[src/akl_pkg.sv]
// Shared types, constants and tables for the analog keypad code lock.
package akl_pkg;

    localparam int SAMPLE_W   = 12;
    localparam int KEY_W      = 4;
    localparam int CHAR_W     = 7;
    localparam int DCNT_W     = 3;
    localparam int WAIT_W     = 16;
    localparam int DIGIT_W    = 4;
    localparam int CFG_IDX_W  = 3;
    localparam int CFG_DATA_W = 16;
    localparam int N_SECRET   = 4;
    localparam int KEY_BANDS  = 16;

    localparam int DEF_CODE_LENGTH = 4;

    // Configuration register indexes
    localparam logic [CFG_IDX_W-1:0] REG_DEBOUNCE      = 3'd0;
    localparam logic [CFG_IDX_W-1:0] REG_SECRET_FIRST  = 3'd1;
    localparam logic [CFG_IDX_W-1:0] REG_SECRET_SECOND = 3'd2;
    localparam logic [CFG_IDX_W-1:0] REG_SECRET_THIRD  = 3'd3;
    localparam logic [CFG_IDX_W-1:0] REG_SECRET_FOURTH = 3'd4;

    localparam logic [WAIT_W-1:0]  RST_DEBOUNCE = 16'd50;
    localparam logic [DIGIT_W-1:0] RST_SECRET_FIRST  = 4'd1;
    localparam logic [DIGIT_W-1:0] RST_SECRET_SECOND = 4'd5;
    localparam logic [DIGIT_W-1:0] RST_SECRET_THIRD  = 4'd9;
    localparam logic [DIGIT_W-1:0] RST_SECRET_FOURTH = 4'd7;

    localparam logic [CHAR_W-1:0] CHAR_ZERO = 7'h30;
    localparam logic [CHAR_W-1:0] CHAR_NINE = 7'h39;

    // Ladder thresholds, band i lies strictly between entries i and i+1
    localparam logic [SAMPLE_W-1:0] BAND_EDGE [KEY_BANDS+1] = '{
        12'd200,  12'd400,  12'd650,  12'd850,  12'd1100, 12'd1300,
        12'd1500, 12'd1750, 12'd1950, 12'd2200, 12'd2400, 12'd2650,
        12'd2950, 12'd3280, 12'd3600, 12'd3900, 12'd4095
    };

    // Button legend per band
    localparam logic [CHAR_W-1:0] BAND_CHAR [KEY_BANDS] = '{
        7'h31, 7'h34, 7'h37, 7'h41, 7'h32, 7'h35, 7'h38, 7'h30,
        7'h33, 7'h36, 7'h39, 7'h42, 7'h46, 7'h45, 7'h44, 7'h43
    };

    typedef struct packed {
        logic [WAIT_W-1:0]                 debounce;
        logic [N_SECRET-1:0][DIGIT_W-1:0] secret;
    } t_cfg;

    typedef struct packed {
        logic             found;
        logic [KEY_W-1:0] band;
        logic             released;
    } t_band;

    typedef struct packed {
        logic [KEY_W-1:0]  key_index;
        logic [CHAR_W-1:0] key_char;
        logic [DCNT_W-1:0] digits_entered;
        logic              code_complete;
        logic              code_correct;
    } t_result;

endpackage

[src/akl_cfg.sv]
// Configuration registers: debounce length and secret code digits.
module akl_cfg import akl_pkg::*; (
    input  logic                  i_clk,
    input  logic                  i_rst_n,
    input  logic                  i_cfg_we,
    input  logic [CFG_IDX_W-1:0]  i_cfg_index,
    input  logic [CFG_DATA_W-1:0] i_cfg_data,
    output t_cfg                  o_cfg
);

    t_cfg r_cfg;

    always_ff @(posedge i_clk) begin
        if (!i_rst_n) begin
            r_cfg.debounce  <= RST_DEBOUNCE;
            r_cfg.secret[0] <= RST_SECRET_FIRST;
            r_cfg.secret[1] <= RST_SECRET_SECOND;
            r_cfg.secret[2] <= RST_SECRET_THIRD;
            r_cfg.secret[3] <= RST_SECRET_FOURTH;
        end else if (i_cfg_we) begin
            unique case (i_cfg_index)
                REG_DEBOUNCE:      r_cfg.debounce  <= i_cfg_data[WAIT_W-1:0];
                REG_SECRET_FIRST:  r_cfg.secret[0] <= i_cfg_data[DIGIT_W-1:0];
                REG_SECRET_SECOND: r_cfg.secret[1] <= i_cfg_data[DIGIT_W-1:0];
                REG_SECRET_THIRD:  r_cfg.secret[2] <= i_cfg_data[DIGIT_W-1:0];
                REG_SECRET_FOURTH: r_cfg.secret[3] <= i_cfg_data[DIGIT_W-1:0];
                default: ;
            endcase
        end
    end

    assign o_cfg = r_cfg;

endmodule

[src/akl_classify.sv]
// Threshold compare of one ladder sample into a key band.
module akl_classify import akl_pkg::*; (
    input  logic [SAMPLE_W-1:0] i_sample,
    output t_band               o_band
);

    logic [KEY_BANDS-1:0] hit;

    always_comb begin
        for (int i = 0; i < KEY_BANDS; i++) begin
            hit[i] = (i_sample > BAND_EDGE[i]) && (i_sample < BAND_EDGE[i+1]);
        end
    end

    // Bands are disjoint, so at most one hit is set
    always_comb begin
        o_band.found    = |hit;
        o_band.band     = '0;
        for (int i = 0; i < KEY_BANDS; i++) begin
            if (hit[i]) begin
                o_band.band = KEY_W'(i);
            end
        end
        o_band.released = (i_sample <= BAND_EDGE[0]);
    end

endmodule

[src/akl_core.sv]
// Debounce/release state machine, digit collection and code compare.
module akl_core import akl_pkg::*; #(
    parameter int CODE_LENGTH = DEF_CODE_LENGTH
) (
    input  logic    i_clk,
    input  logic    i_rst_n,
    input  logic    i_fire,
    input  t_band   i_band,
    input  t_cfg    i_cfg,
    output logic    o_emit,
    output t_result o_result
);

    localparam int IDX_W = (CODE_LENGTH > 1) ? $clog2(CODE_LENGTH) : 1;

    localparam logic [1:0] PH_IDLE    = 2'd0;
    localparam logic [1:0] PH_CONFIRM = 2'd1;
    localparam logic [1:0] PH_RELEASE = 2'd2;

    logic [1:0]         r_phase, n_phase;
    logic [KEY_W-1:0]   r_held, n_held;
    logic [WAIT_W-1:0]  r_wait, n_wait;
    logic [DCNT_W-1:0]  r_cnt, n_cnt;
    logic [DIGIT_W-1:0] r_digits [CODE_LENGTH];

    logic [CHAR_W-1:0]  key_char;
    logic               is_digit;
    logic [DIGIT_W-1:0] new_digit;
    logic [IDX_W-1:0]   wr_idx;
    logic [DCNT_W:0]    cnt_inc;
    logic               complete;
    logic               all_match;
    logic [WAIT_W-1:0]  wait_dec;

    assign key_char  = BAND_CHAR[r_held];
    assign is_digit  = (key_char >= CHAR_ZERO) && (key_char <= CHAR_NINE);
    assign new_digit = DIGIT_W'(key_char - CHAR_ZERO);
    assign wr_idx    = r_cnt[IDX_W-1:0];
    assign cnt_inc   = {1'b0, r_cnt} + (DCNT_W+1)'(1);
    assign complete  = is_digit && (cnt_inc >= (DCNT_W+1)'(CODE_LENGTH));
    assign wait_dec  = r_wait - WAIT_W'(1);
    assign o_emit    = (r_phase == PH_RELEASE) && i_band.released;

    // The position being written this tick takes the new digit
    always_comb begin
        all_match = 1'b1;
        for (int i = 0; i < CODE_LENGTH; i++) begin
            if (IDX_W'(i) == wr_idx) begin
                if (new_digit != i_cfg.secret[i % N_SECRET]) all_match = 1'b0;
            end else begin
                if (r_digits[i] != i_cfg.secret[i % N_SECRET]) all_match = 1'b0;
            end
        end
    end

    always_comb begin
        n_phase = r_phase;
        n_held  = r_held;
        n_wait  = r_wait;
        n_cnt   = r_cnt;
        unique case (r_phase)
            PH_IDLE: begin
                if (i_band.found) begin
                    n_held  = i_band.band;
                    n_wait  = (i_cfg.debounce == '0) ? WAIT_W'(1) : i_cfg.debounce;
                    n_phase = PH_CONFIRM;
                end
            end
            PH_CONFIRM: begin
                n_wait = wait_dec;
                if (wait_dec == '0) begin
                    n_phase = (i_band.found && i_band.band == r_held) ? PH_RELEASE
                                                                      : PH_IDLE;
                end
            end
            PH_RELEASE: begin
                if (i_band.released) begin
                    n_phase = PH_IDLE;
                    if (is_digit) begin
                        n_cnt = complete ? '0 : cnt_inc[DCNT_W-1:0];
                    end
                end
            end
            default: n_phase = PH_IDLE;
        endcase
    end

    always_ff @(posedge i_clk) begin
        if (!i_rst_n) begin
            r_phase <= PH_IDLE;
            r_held  <= '0;
            r_wait  <= '0;
            r_cnt   <= '0;
        end else if (i_fire) begin
            r_phase <= n_phase;
            r_held  <= n_held;
            r_wait  <= n_wait;
            r_cnt   <= n_cnt;
        end
    end

    always_ff @(posedge i_clk) begin
        if (i_fire && o_emit && is_digit) begin
            r_digits[wr_idx] <= new_digit;
        end
    end

    always_comb begin
        o_result.key_index      = r_held;
        o_result.key_char       = key_char;
        o_result.digits_entered = n_cnt;
        o_result.code_complete  = complete;
        o_result.code_correct   = complete && all_match;
    end

endmodule

[src/analog_keypad_code_lock_unit.sv]
// Top level of the resistor-ladder keypad decoder with code lock.
//
// Input channel: one 12-bit ladder sample per word on i_adc_sample, taken when
// i_in_valid is high and o_in_stall is low. Output channel: one key word on
// o_key_index/o_key_char/o_digits_entered/o_code_complete/o_code_correct,
// taken when o_out_valid is high and i_out_stall is low. Only the sample that
// shows key release produces a word; all other samples produce none.
// A taken sample sits in the input register while the classifier and the
// state machine act on it; as it moves on they update and load the result
// register, so the key word passes the input and result registers. One
// sample per cycle is sustained while o_in_stall stays low.
// When the receiver stalls, the result register holds its word; the input
// register still takes a sample, and samples that produce no word keep
// flowing. o_in_stall rises only when a word-producing sample waits behind a
// held result.
// Configuration: i_cfg_we with i_cfg_index (0 debounce ticks, 1..4 secret
// digits) and i_cfg_data; write only while the block is idle.
// Reset (synchronous, active low) returns the state machine to idle, clears
// the digit count and both valid flags, and loads the default configuration.
module analog_keypad_code_lock_unit import akl_pkg::*; #(
    parameter int CODE_LENGTH = DEF_CODE_LENGTH
) (
    input  logic                  i_clk,
    input  logic                  i_rst_n,
    input  logic                  i_in_valid,
    output logic                  o_in_stall,
    input  logic [SAMPLE_W-1:0]   i_adc_sample,
    output logic                  o_out_valid,
    input  logic                  i_out_stall,
    output logic [KEY_W-1:0]      o_key_index,
    output logic [CHAR_W-1:0]     o_key_char,
    output logic [DCNT_W-1:0]     o_digits_entered,
    output logic                  o_code_complete,
    output logic                  o_code_correct,
    input  logic                  i_cfg_we,
    input  logic [CFG_IDX_W-1:0]  i_cfg_index,
    input  logic [CFG_DATA_W-1:0] i_cfg_data
);

    t_cfg    cfg;
    t_band   band;
    t_result result;
    logic    emit;
    logic    advance;
    logic    fire;
    logic    accept;

    logic                r_in_valid;
    logic [SAMPLE_W-1:0] r_sample;
    logic                r_out_valid;
    t_result             r_result;

    akl_cfg u_cfg (
        .i_clk       (i_clk),
        .i_rst_n     (i_rst_n),
        .i_cfg_we    (i_cfg_we),
        .i_cfg_index (i_cfg_index),
        .i_cfg_data  (i_cfg_data),
        .o_cfg       (cfg)
    );

    akl_classify u_classify (
        .i_sample (r_sample),
        .o_band   (band)
    );

    akl_core #(
        .CODE_LENGTH (CODE_LENGTH)
    ) u_core (
        .i_clk    (i_clk),
        .i_rst_n  (i_rst_n),
        .i_fire   (fire),
        .i_band   (band),
        .i_cfg    (cfg),
        .o_emit   (emit),
        .o_result (result)
    );

    // Held sample moves on unless it makes a word and the result slot is blocked
    assign advance    = !r_in_valid || !emit || !r_out_valid || !i_out_stall;
    assign fire       = r_in_valid && advance;
    assign o_in_stall = r_in_valid && !advance;
    assign accept     = i_in_valid && !o_in_stall;

    always_ff @(posedge i_clk) begin
        if (!i_rst_n) begin
            r_in_valid <= 1'b0;
        end else if (accept) begin
            r_in_valid <= 1'b1;
        end else if (fire) begin
            r_in_valid <= 1'b0;
        end
    end

    always_ff @(posedge i_clk) begin
        if (accept) begin
            r_sample <= i_adc_sample;
        end
    end

    always_ff @(posedge i_clk) begin
        if (!i_rst_n) begin
            r_out_valid <= 1'b0;
        end else if (fire && emit) begin
            r_out_valid <= 1'b1;
        end else if (!i_out_stall) begin
            r_out_valid <= 1'b0;
        end
    end

    always_ff @(posedge i_clk) begin
        if (fire && emit) begin
            r_result <= result;
        end
    end

    assign o_out_valid      = r_out_valid;
    assign o_key_index      = r_result.key_index;
    assign o_key_char       = r_result.key_char;
    assign o_digits_entered = r_result.digits_entered;
    assign o_code_complete  = r_result.code_complete;
    assign o_code_correct   = r_result.code_correct;

`ifndef SYNTHESIS
    a_word_lands: assert property (@(posedge i_clk) disable iff (!i_rst_n)
        fire && emit |=> o_out_valid)
        else $error("key word was not loaded into the result register");

    a_correct_needs_complete: assert property (@(posedge i_clk) disable iff (!i_rst_n)
        o_out_valid && o_code_correct |-> o_code_complete)
        else $error("code reported correct without completion");

    a_complete_clears_count: assert property (@(posedge i_clk) disable iff (!i_rst_n)
        o_out_valid && o_code_complete |-> o_digits_entered == '0)
        else $error("digit count not cleared after completed code");

    a_count_in_range: assert property (@(posedge i_clk) disable iff (!i_rst_n)
        o_out_valid |-> ({1'b0, o_digits_entered} < (DCNT_W+1)'(CODE_LENGTH)))
        else $error("digit count reached the code length");
`endif

endmodule

[config.mk]
export PLATFORM = sky130hd
export DESIGN_NAME = analog_keypad_code_lock_unit
export DESIGN_NICKNAME = d
export VERILOG_FILES = /design/src/akl_pkg.sv /design/src/akl_cfg.sv /design/src/akl_classify.sv /design/src/akl_core.sv /design/src/analog_keypad_code_lock_unit.sv
export SDC_FILE = /design/constraint.sdc
export NUM_CORES = 1
export LEC_CHECK = 0
export BUFFER_PORTS_ARGS = -buffer_cell sky130_fd_sc_hd__buf_2
export CAP_MARGIN = 0
export CORE_UTILIZATION = 54
export CTS_BUF_LIST = sky130_fd_sc_hd__clkbuf_16
export CTS_CLUSTER_DIAMETER = 80
export DETAILED_ROUTE_END_ITERATION = 8
export GPL_ROUTABILITY_DRIVEN = 0
export GPL_TIMING_DRIVEN = 0
export PLACE_DENSITY_LB_ADDON = 0.08
export RECOVER_POWER = 100
export SKIP_CTS_REPAIR_TIMING = 1
export SYNTH_ARGS = -nofsm -noshare
export SYNTH_HDL_FRONTEND = slang
export SYNTH_SLANG_ARGS = --single-unit
export TNS_END_PERCENT = 5
[constraint.sdc]
create_clock -name i_clk -period 2.8 [get_ports i_clk]
set_input_delay 0.56 -clock i_clk [delete_from_list [all_inputs] [get_ports i_clk]]
set_output_delay 0.56 -clock i_clk [all_outputs]
set_load 0.01 [all_outputs]
==> impl_metrics.toml, run 1 <==
[cts]
clock-root-buffer = "sky130_fd_sc_hd__clkbuf_16"
clkSlewWorstSetupHoldPaths_ps = 70
numCtsBuffers = 9
tritoncts_clock_tree = "built"
clock_sinks = 102
cts_buffer_depth = 2
htreeDepth = 3
clock_latency_on_the_worst_skew_pair_ps = 350

[detailed_routing]
antenna_violating_nets_post_route = 0
first_iter_violations = 442
routed_wire_length_per_instance_um = 18.0
detail_route.vias_per_cell = 6.22
detail_route.drc_violations = 0
drt_first_pass_iters = 6
via_count = 5361
wirelength_um = 15500

[run_status]
result_of_the_run = "finished, violations left"
failed_checks = "setup timing"

[timing]
skew_ps = 12.1
post-route-min-period_ps = 2810
max_transition_margin_pct = 49.3
finalHoldViolCount = 0
final-max-slew-violation-count = 0
fin_ws_ps = -10.0
post_route_setup_tns_ps = -18.8
period_share_pct = 100
worst_slew_pin_tran_ps = 756
maxClockFrequency_ghz = 0.356
unrepaired_setup_endpoints_after_global_routing = "yes"
setup-violations-final = 3

[yosys]
instance_count_of_the_mapped_netlist = 643
postSynthNetCount = 689
sequential_fraction_of_the_synthesis_area_pct = 41.8
synth_edf_count = 43
synth.largest_area_cell = "sky130_fd_sc_hd__edfxtp_1"
dominantRegCellSynth = "sky130_fd_sc_hd__dfxtp_1"
post-synth-top-area-fraction_pct = 21.8
ys_seq_elements = 102
yosysUniqueCellTypes = 74
main_area_contributors_after_synthesis = "sky130_fd_sc_hd__edfxtp_1 (22%), sky130_fd_sc_hd__dfxtp_1 (20%), sky130_fd_sc_hd__nand2_1 (4.4%)"
synth_warnings = 0
syn-cell-area_mm2 = 0.00591
avgSynthCellArea_um2 = 9.19
synth-async-reset-ratio_pct = 0

[worst_setup_path]
critical_path.max_fanout = 10
crit_arrival_ps = 3060
r2r_end = "u_core.r_wait[12]$_SDFFE_PN0P_"
rr_startpoint = "r_sample[1]$_DFFE_PP_"
cp_slowest_stage_delay_ps = 480
crit_required_ps = 3050
timing.critical_path.from = "r_sample[1]$_DFFE_PP_"
critical_path_buf_inv_count = 3
cp_top_family = "simple AND/OR/NAND/NOR gates"
crit_end = "u_core.r_wait[12]$_SDFFE_PN0P_"
critical_path.endpoint_type = "flip-flop"
cp-start-kind = "flip-flop"
cells_along_the_critical_path = "buf_2 > nor4bb_1 > nand4_1 > o2111ai_1 > and3_4 > nand3_4 > o311ai_4 > buf_6 > buf_4 > o211ai_1 > o31ai_1"
instance_count_on_the_critical_path = 11
worstRegToRegCells = 11
slowest_stage = "sky130_fd_sc_hd__nor4bb_1"
timing_worst_setup_path_type = "reg -> reg"
rrSetupSlack_ps = -10

[final_layout]
synthesis_to_finish_area_growth_pct = 17.1
nets = 767
design_area_mm2 = 0.00693
layout-drive-gt1-share_pct = 18.6
insertedDiodeCount = 0
count_of_fill_cells_added_during_filler_insertion = 887

[floorplanning]
overall_die_area_mm2 = 0.0114
placement_rows = 37
placeableCoreArea_mm2 = 0.0105
ios = 54
fp.dieH_um = 107
initial_utilization_pct = 56.5
dieWidth_um = 107

[placed_design]
preCtsSetupSlack_ps = -549
post-dp-hpwl_um = 11100
io_buffers = 53
placed_cell_area_mm2 = 0.00635

[global_routing]
grt_antenna_before_repair = 0
grt_max_degree = 21
grt-ovfl-total = 0
number_of_global_route_vias_before_repair = 4902
first_pass_grt_wire_length_um = 24200
groute.usage.overall_pct = 27.1

[power_and_ir_drop]
total_leakage_power_nw = 2.52
sw_share_pct = 31.9
p_clk_share_pct = 33.1
part_of_the_power_in_combinational_logic_pct = 22.9
share_of_total_power_in_sequential_cells_pct = 43.9
power.density_mw_per_mm2 = 546
p_int_mw = 2.58
power.switching_mw = 1.21
ir_worst_vdd_v = 0.000312

[hold_path]
holdCritPathClass = "in -> reg"

[run]
maxcap_violations = 0
==> flip-flops by register name, indices dropped and copies added, names as in the netlist, 2 cells and up <==
| signal | cells |
|---|---|
| o_digits_entered | 3 |
| u_core.r_phase | 2 |
| r_sample | 12 |
| o_key_char | 6 |
| o_key_index | 4 |
| u_core.r_cnt | 3 |
| u_core.r_digits | 16 |
| u_cfg.o_cfg | 32 |
| u_core.r_held | 4 |
| u_core.r_wait | 16 |
==> worst min path at each step <==
stage,start,endpoint,cells after the start
2_1_floorplan,u_core.r_held[3]$_SDFFE_PN0P_,o_key_index[3]$_DFFE_PP_,0
3_3_place_gp,u_core.r_held[3]$_SDFFE_PN0P_,o_key_index[3]$_DFFE_PP_,0
3_5_place_dp,u_core.r_held[3]$_SDFFE_PN0P_,o_key_index[3]$_DFFE_PP_,0
4_1_cts,i_adc_sample[8],r_sample[8]$_DFFE_PP_,1
5_1_grt,i_adc_sample[2],r_sample[2]$_DFFE_PP_,1
6_report,i_adc_sample[8],r_sample[8]$_DFFE_PP_,1
==> layout make-up <==
cell class / count / area [um^2] / share of cell area [%]
Timing Repair Buffer: 67 / 345 / 4.99
Clock inverter: 7 / 73.8 / 1.07
Sequential cell: 102 / 2470 / 35.7
Tap cell: 136 / 170 / 2.46
Multi-Input combinational cell: 479 / 3330 / 48.1
Buffer: 46 / 248 / 3.58
Inverter: 16 / 60.1 / 0.867
Clock buffer: 9 / 225 / 3.25
==> cells in the final DEF, fill, tap and decap left out, types with 4 or more instances in the layout <==
| master | netlist | final |
|---|---|---|
| sky130_fd_sc_hd__a22oi_1 | 4 | 4 |
| sky130_fd_sc_hd__nand2b_1 | 5 | 5 |
| sky130_fd_sc_hd__and2_1 | 9 | 8 |
| sky130_fd_sc_hd__clkbuf_1 | 23 | 39 |
| sky130_fd_sc_hd__o21ai_0 | 15 | 13 |
| sky130_fd_sc_hd__nand2_1 | 69 | 69 |
| sky130_fd_sc_hd__nor2b_1 | 7 | 6 |
| sky130_fd_sc_hd__o211a_1 | 5 | 5 |
| sky130_fd_sc_hd__buf_4 | 5 | 14 |
| sky130_fd_sc_hd__a31oi_1 | 6 | 5 |
| sky130_fd_sc_hd__xor2_1 | 15 | 15 |
| sky130_fd_sc_hd__dfxtp_1 | 59 | 58 |
| sky130_fd_sc_hd__xnor2_1 | 26 | 26 |
| sky130_fd_sc_hd__a211oi_1 | 7 | 6 |
| sky130_fd_sc_hd__nor2_1 | 52 | 50 |
| sky130_fd_sc_hd__o211ai_1 | 10 | 10 |
| sky130_fd_sc_hd__a21o_1 | 4 | 4 |
| sky130_fd_sc_hd__buf_2 | 15 | 48 |
| sky130_fd_sc_hd__o32ai_1 | 4 | 4 |
| sky130_fd_sc_hd__mux2i_1 | 25 | 25 |
| sky130_fd_sc_hd__a21oi_1 | 46 | 44 |
| sky130_fd_sc_hd__inv_1 | 15 | 15 |
| sky130_fd_sc_hd__nor4_1 | 11 | 10 |
| sky130_fd_sc_hd__nand3_1 | 18 | 17 |
| sky130_fd_sc_hd__o31ai_1 | 10 | 10 |
| sky130_fd_sc_hd__nor4bb_1 | 5 | 5 |
| sky130_fd_sc_hd__clkbuf_16 | 0 | 9 |
| sky130_fd_sc_hd__a211o_1 | 4 | 4 |
| sky130_fd_sc_hd__ha_1 | 10 | 9 |
| sky130_fd_sc_hd__nor3_1 | 26 | 25 |
| sky130_fd_sc_hd__edfxtp_1 | 43 | 43 |
| sky130_fd_sc_hd__buf_6 | 3 | 6 |
| sky130_fd_sc_hd__nand4_1 | 11 | 11 |
| sky130_fd_sc_hd__nand4b_1 | 5 | 5 |
==> power groups by stage <==
stage | sequential (mW) | combinational (mW) | clock, mW
final | 1.66 | 0.867 | 1.25
after global routing | 1.67 | 0.937 | 1.32
after CTS | 1.66 | 0.778 | 1.27
after detailed placement | 1.69 | 0.774 | 0
after global placement | 1.69 | 0.757 | 0
after floorplan | 1.68 | 0.582 | 0
==> metrics by stage <==
step           cells  hold WS (ps)  utilization (%)  power [mW]
6_report         862           392             66.2        3.78
5_1_grt          862           384             66.2        3.93
4_1_cts          848           386             63.6        3.70
3_5_place_dp     832           422             60.7        2.47
3_3_place_gp     832           409             60.7        2.45
2_1_floorplan    643           403                -        2.26
==> kinds of logic (layout without fill, tap and decap cells) <==
group                      Yosys count  after routing  share of synthesized area (%)
buffers and inverters               62            145                           4.95
adders and majority gates           10             10                           2.12
xor gates and xnor gates            41             41                           6.07
DFF                                102            102                           41.8
and+or+nand+nor                    254            254                           22.9
AOI/OAI and AO/OA                  147            147                           17.5
muxes                               27             27                           4.61
==> metal layers <==
metal,vias up,share of wire (%),track usage [%]
met3,59,6.9,3.89
met1,2518,42,35.3
met5,-,0,0
met4,0,3.8,12.0
li1,2534,-,-
met2,250,47,44.7
==> worst register-to-register path: cells and delay by family (launching register included) <==
| kind | cells | cell delay (ps) |
|---|---|---|
| buf+inv | 3 | 600 |
| simple gates | 4 | 970 |
| flops | 1 | 430 |
| compound gates | 4 | 720 |
==> synthesized netlist by cell type, drive strengths merged (11+ instances only) <==
cell type / count
a21oi: 48
inv: 16
nor3: 26
nand4: 11
nor2: 52
edfxtp: 43
buf: 23
mux2i: 25
nand3: 19
nand2: 69
nor4: 13
o21ai: 16
xor2: 15
dfxtp: 59
xnor2: 26
clkbuf: 23
No activity file was read; power rests on OpenSTA's default activity.
==> run 2, diff against run 1 <==
--- a/config.mk
+++ b/config.mk
@@ -7,7 +7,7 @@
 export LEC_CHECK = 0
 export BUFFER_PORTS_ARGS = -buffer_cell sky130_fd_sc_hd__buf_2
 export CAP_MARGIN = 0
-export CORE_UTILIZATION = 54
+export CORE_UTILIZATION = 60
 export CTS_BUF_LIST = sky130_fd_sc_hd__clkbuf_16
 export CTS_CLUSTER_DIAMETER = 80
 export DETAILED_ROUTE_END_ITERATION = 8
==> constraint.sdc (replaced) <==
create_clock -name i_clk -period 3 [get_ports i_clk]
set_input_delay 0.6 -clock i_clk [delete_from_list [all_inputs] [get_ports i_clk]]
set_output_delay 0.6 -clock i_clk [all_outputs]
set_load 0.01 [all_outputs]
==> run 2 against run 1 <==
Sequential cell count is the same. Worst hold slack gained 36 ps. Largest cell class unchanged. Sequential power shrank 7%. The run still ends with setup timing left.
==> impl_metrics.toml, run 2 (synthesized netlist as in run 1, its figures left out) <==
[timing]
period_share_pct = 101
finalHoldViolCount = 0
setup-violations-final = 2
fin_ws_ps = -21.1
worst_slew_pin_tran_ps = 700
maxClockFrequency_ghz = 0.331
skew_ps = 7.16
final-max-slew-violation-count = 0
max_transition_margin_pct = 52.9
unrepaired_setup_endpoints_after_global_routing = "yes"
post-route-min-period_ps = 3020

[global_routing]
grt_max_degree = 20
groute.usage.overall_pct = 29.5
number_of_global_route_vias_before_repair = 4905
grt_antenna_before_repair = 0
grt-ovfl-total = 0
first_pass_grt_wire_length_um = 23400

[worst_setup_path]
cp-start-kind = "flip-flop"
crit_required_ps = 3240
critical_path.endpoint_type = "flip-flop"
crit_arrival_ps = 3260
timing_worst_setup_path_type = "reg -> reg"
critical_path.max_fanout = 7

[detailed_routing]
detail_route.drc_violations = 0
via_count = 5266
drt_first_pass_iters = 5
routed_wire_length_per_instance_um = 17.7
detail_route.vias_per_cell = 6.24
wirelength_um = 14900
antenna_violating_nets_post_route = 0
first_iter_violations = 350

[floorplanning]
overall_die_area_mm2 = 0.0103
dieWidth_um = 101
fp.dieH_um = 101
ios = 54
placeableCoreArea_mm2 = 0.00937
placement_rows = 35
initial_utilization_pct = 63.1

[power_and_ir_drop]
ir_worst_vdd_v = 0.000295
power.density_mw_per_mm2 = 514
totalPowerFinal_mw = 3.42
total_leakage_power_nw = 2.41

[cts]
htreeDepth = 3
numCtsBuffers = 9
clkSlewWorstSetupHoldPaths_ps = 70
cts_buffer_depth = 2
clock_sinks = 102
tritoncts_clock_tree = "built"
clock_latency_on_the_worst_skew_pair_ps = 350
clock-root-buffer = "sky130_fd_sc_hd__clkbuf_16"

[placed_design]
io_buffers = 53
post-dp-hpwl_um = 10600
preCtsSetupSlack_ps = -705

[final_layout]
nets = 756
layout-drive-gt1-share_pct = 14.3
insertedDiodeCount = 0
most-common-layout-cells = "sky130_fd_sc_hd__nand2_1 (69), sky130_fd_sc_hd__dfxtp_1 (59), sky130_fd_sc_hd__nor2_1 (51), sky130_fd_sc_hd__buf_2 (49), sky130_fd_sc_hd__a21oi_1 (45)"
final_common_cell = "sky130_fd_sc_hd__nand2_1"
largest_reg_flops = 32
synthesis_to_finish_area_growth_pct = 12.7
count_of_fill_cells_added_during_filler_insertion = 799

[run_status]
failed_checks = "setup timing"
result_of_the_run = "finished, violations left"

[hold_path]
holdCritPathClass = "in -> reg"

[run]
maxcap_violations = 0
## run 2: changes by cell type in the layout (fill, tap and decap cells not counted), sizes merged
cell | previous run | this run
buf | 69 | 58
clkinv | 3 | 2
clkinvlp | 0 | 2
inv | 20 | 19
## run 2: critical path, cell delays in order (launching register included)
cell,delay [ps]
sky130_fd_sc_hd__dfxtp_1,380
sky130_fd_sc_hd__inv_1,80
sky130_fd_sc_hd__ha_1,290
sky130_fd_sc_hd__nor4b_2,450
sky130_fd_sc_hd__nand2_1,250
sky130_fd_sc_hd__o41ai_1,430
sky130_fd_sc_hd__a22oi_1,200
sky130_fd_sc_hd__o41ai_2,410
sky130_fd_sc_hd__nand2b_1,180
sky130_fd_sc_hd__a211oi_1,70
sky130_fd_sc_hd__a21o_1,170
## run 2: power breakdown
part           switching (mW)  total (mW)  leakage, nW  internal [mW]
clock                   0.550        1.13        0.137          0.580
sequential             0.0504        1.55        0.883           1.50
combinational           0.467       0.742         1.39          0.275
## run 2: cell type report
type | instances | area (um^2) | share of cell area, %
clock buffer | 9 | 225 | 3.38
clock inverter | 7 | 65.1 | 0.977
inverter | 16 | 60.1 | 0.902
sequential | 102 | 2470 | 37.1
buffer | 46 | 233 | 3.49
tap | 129 | 161 | 2.42
timing repair buffer | 56 | 260 | 3.91
multi-input combinational | 479 | 3180 | 47.8
## run 2: routing by layer
metal	GRT usage (%)	wire, um	up-vias	share of wire, %
li1	-	-	2492	-
met5	0	0	-	0
met2	49.9	7080	288	48
met3	7.87	1240	57	8.3
met4	14.2	503	0	3.4
met1	34.8	6080	2429	41
## run 2: path summary, 6_finish.rpt
| path | startpoint | end | slack, ps | cells after the start |
|---|---|---|---|---|
| max | u_core.r_wait[0]$_SDFFE_PN0P_ | u_core.r_phase[1]$_SDFFE_PN0P_ | -20 | 10 |
| min | i_adc_sample[1] | r_sample[1]$_DFFE_PP_ | 430 | 1 |
| max reg2reg | u_core.r_wait[0]$_SDFFE_PN0P_ | u_core.r_phase[1]$_SDFFE_PN0P_ | -20 | 10 |
| min reg2reg | u_core.r_held[3]$_SDFFE_PN0P_ | o_key_index[3]$_DFFE_PP_ | 450 | 0 |
## run 2: stage by stage
step	utilization, %	instances	TNS, ps	hold WS [ps]	area (um^2)
2_1_floorplan	-	643	0	403	5910
3_3_place_gp	67.6	825	-9500	410	6340
3_5_place_dp	67.6	825	-11860	429	6340
4_1_cts	70.7	841	-12670	425	6630
5_1_grt	71.1	844	-902	421	6660
6_report	71.1	844	-35.6	428	6660
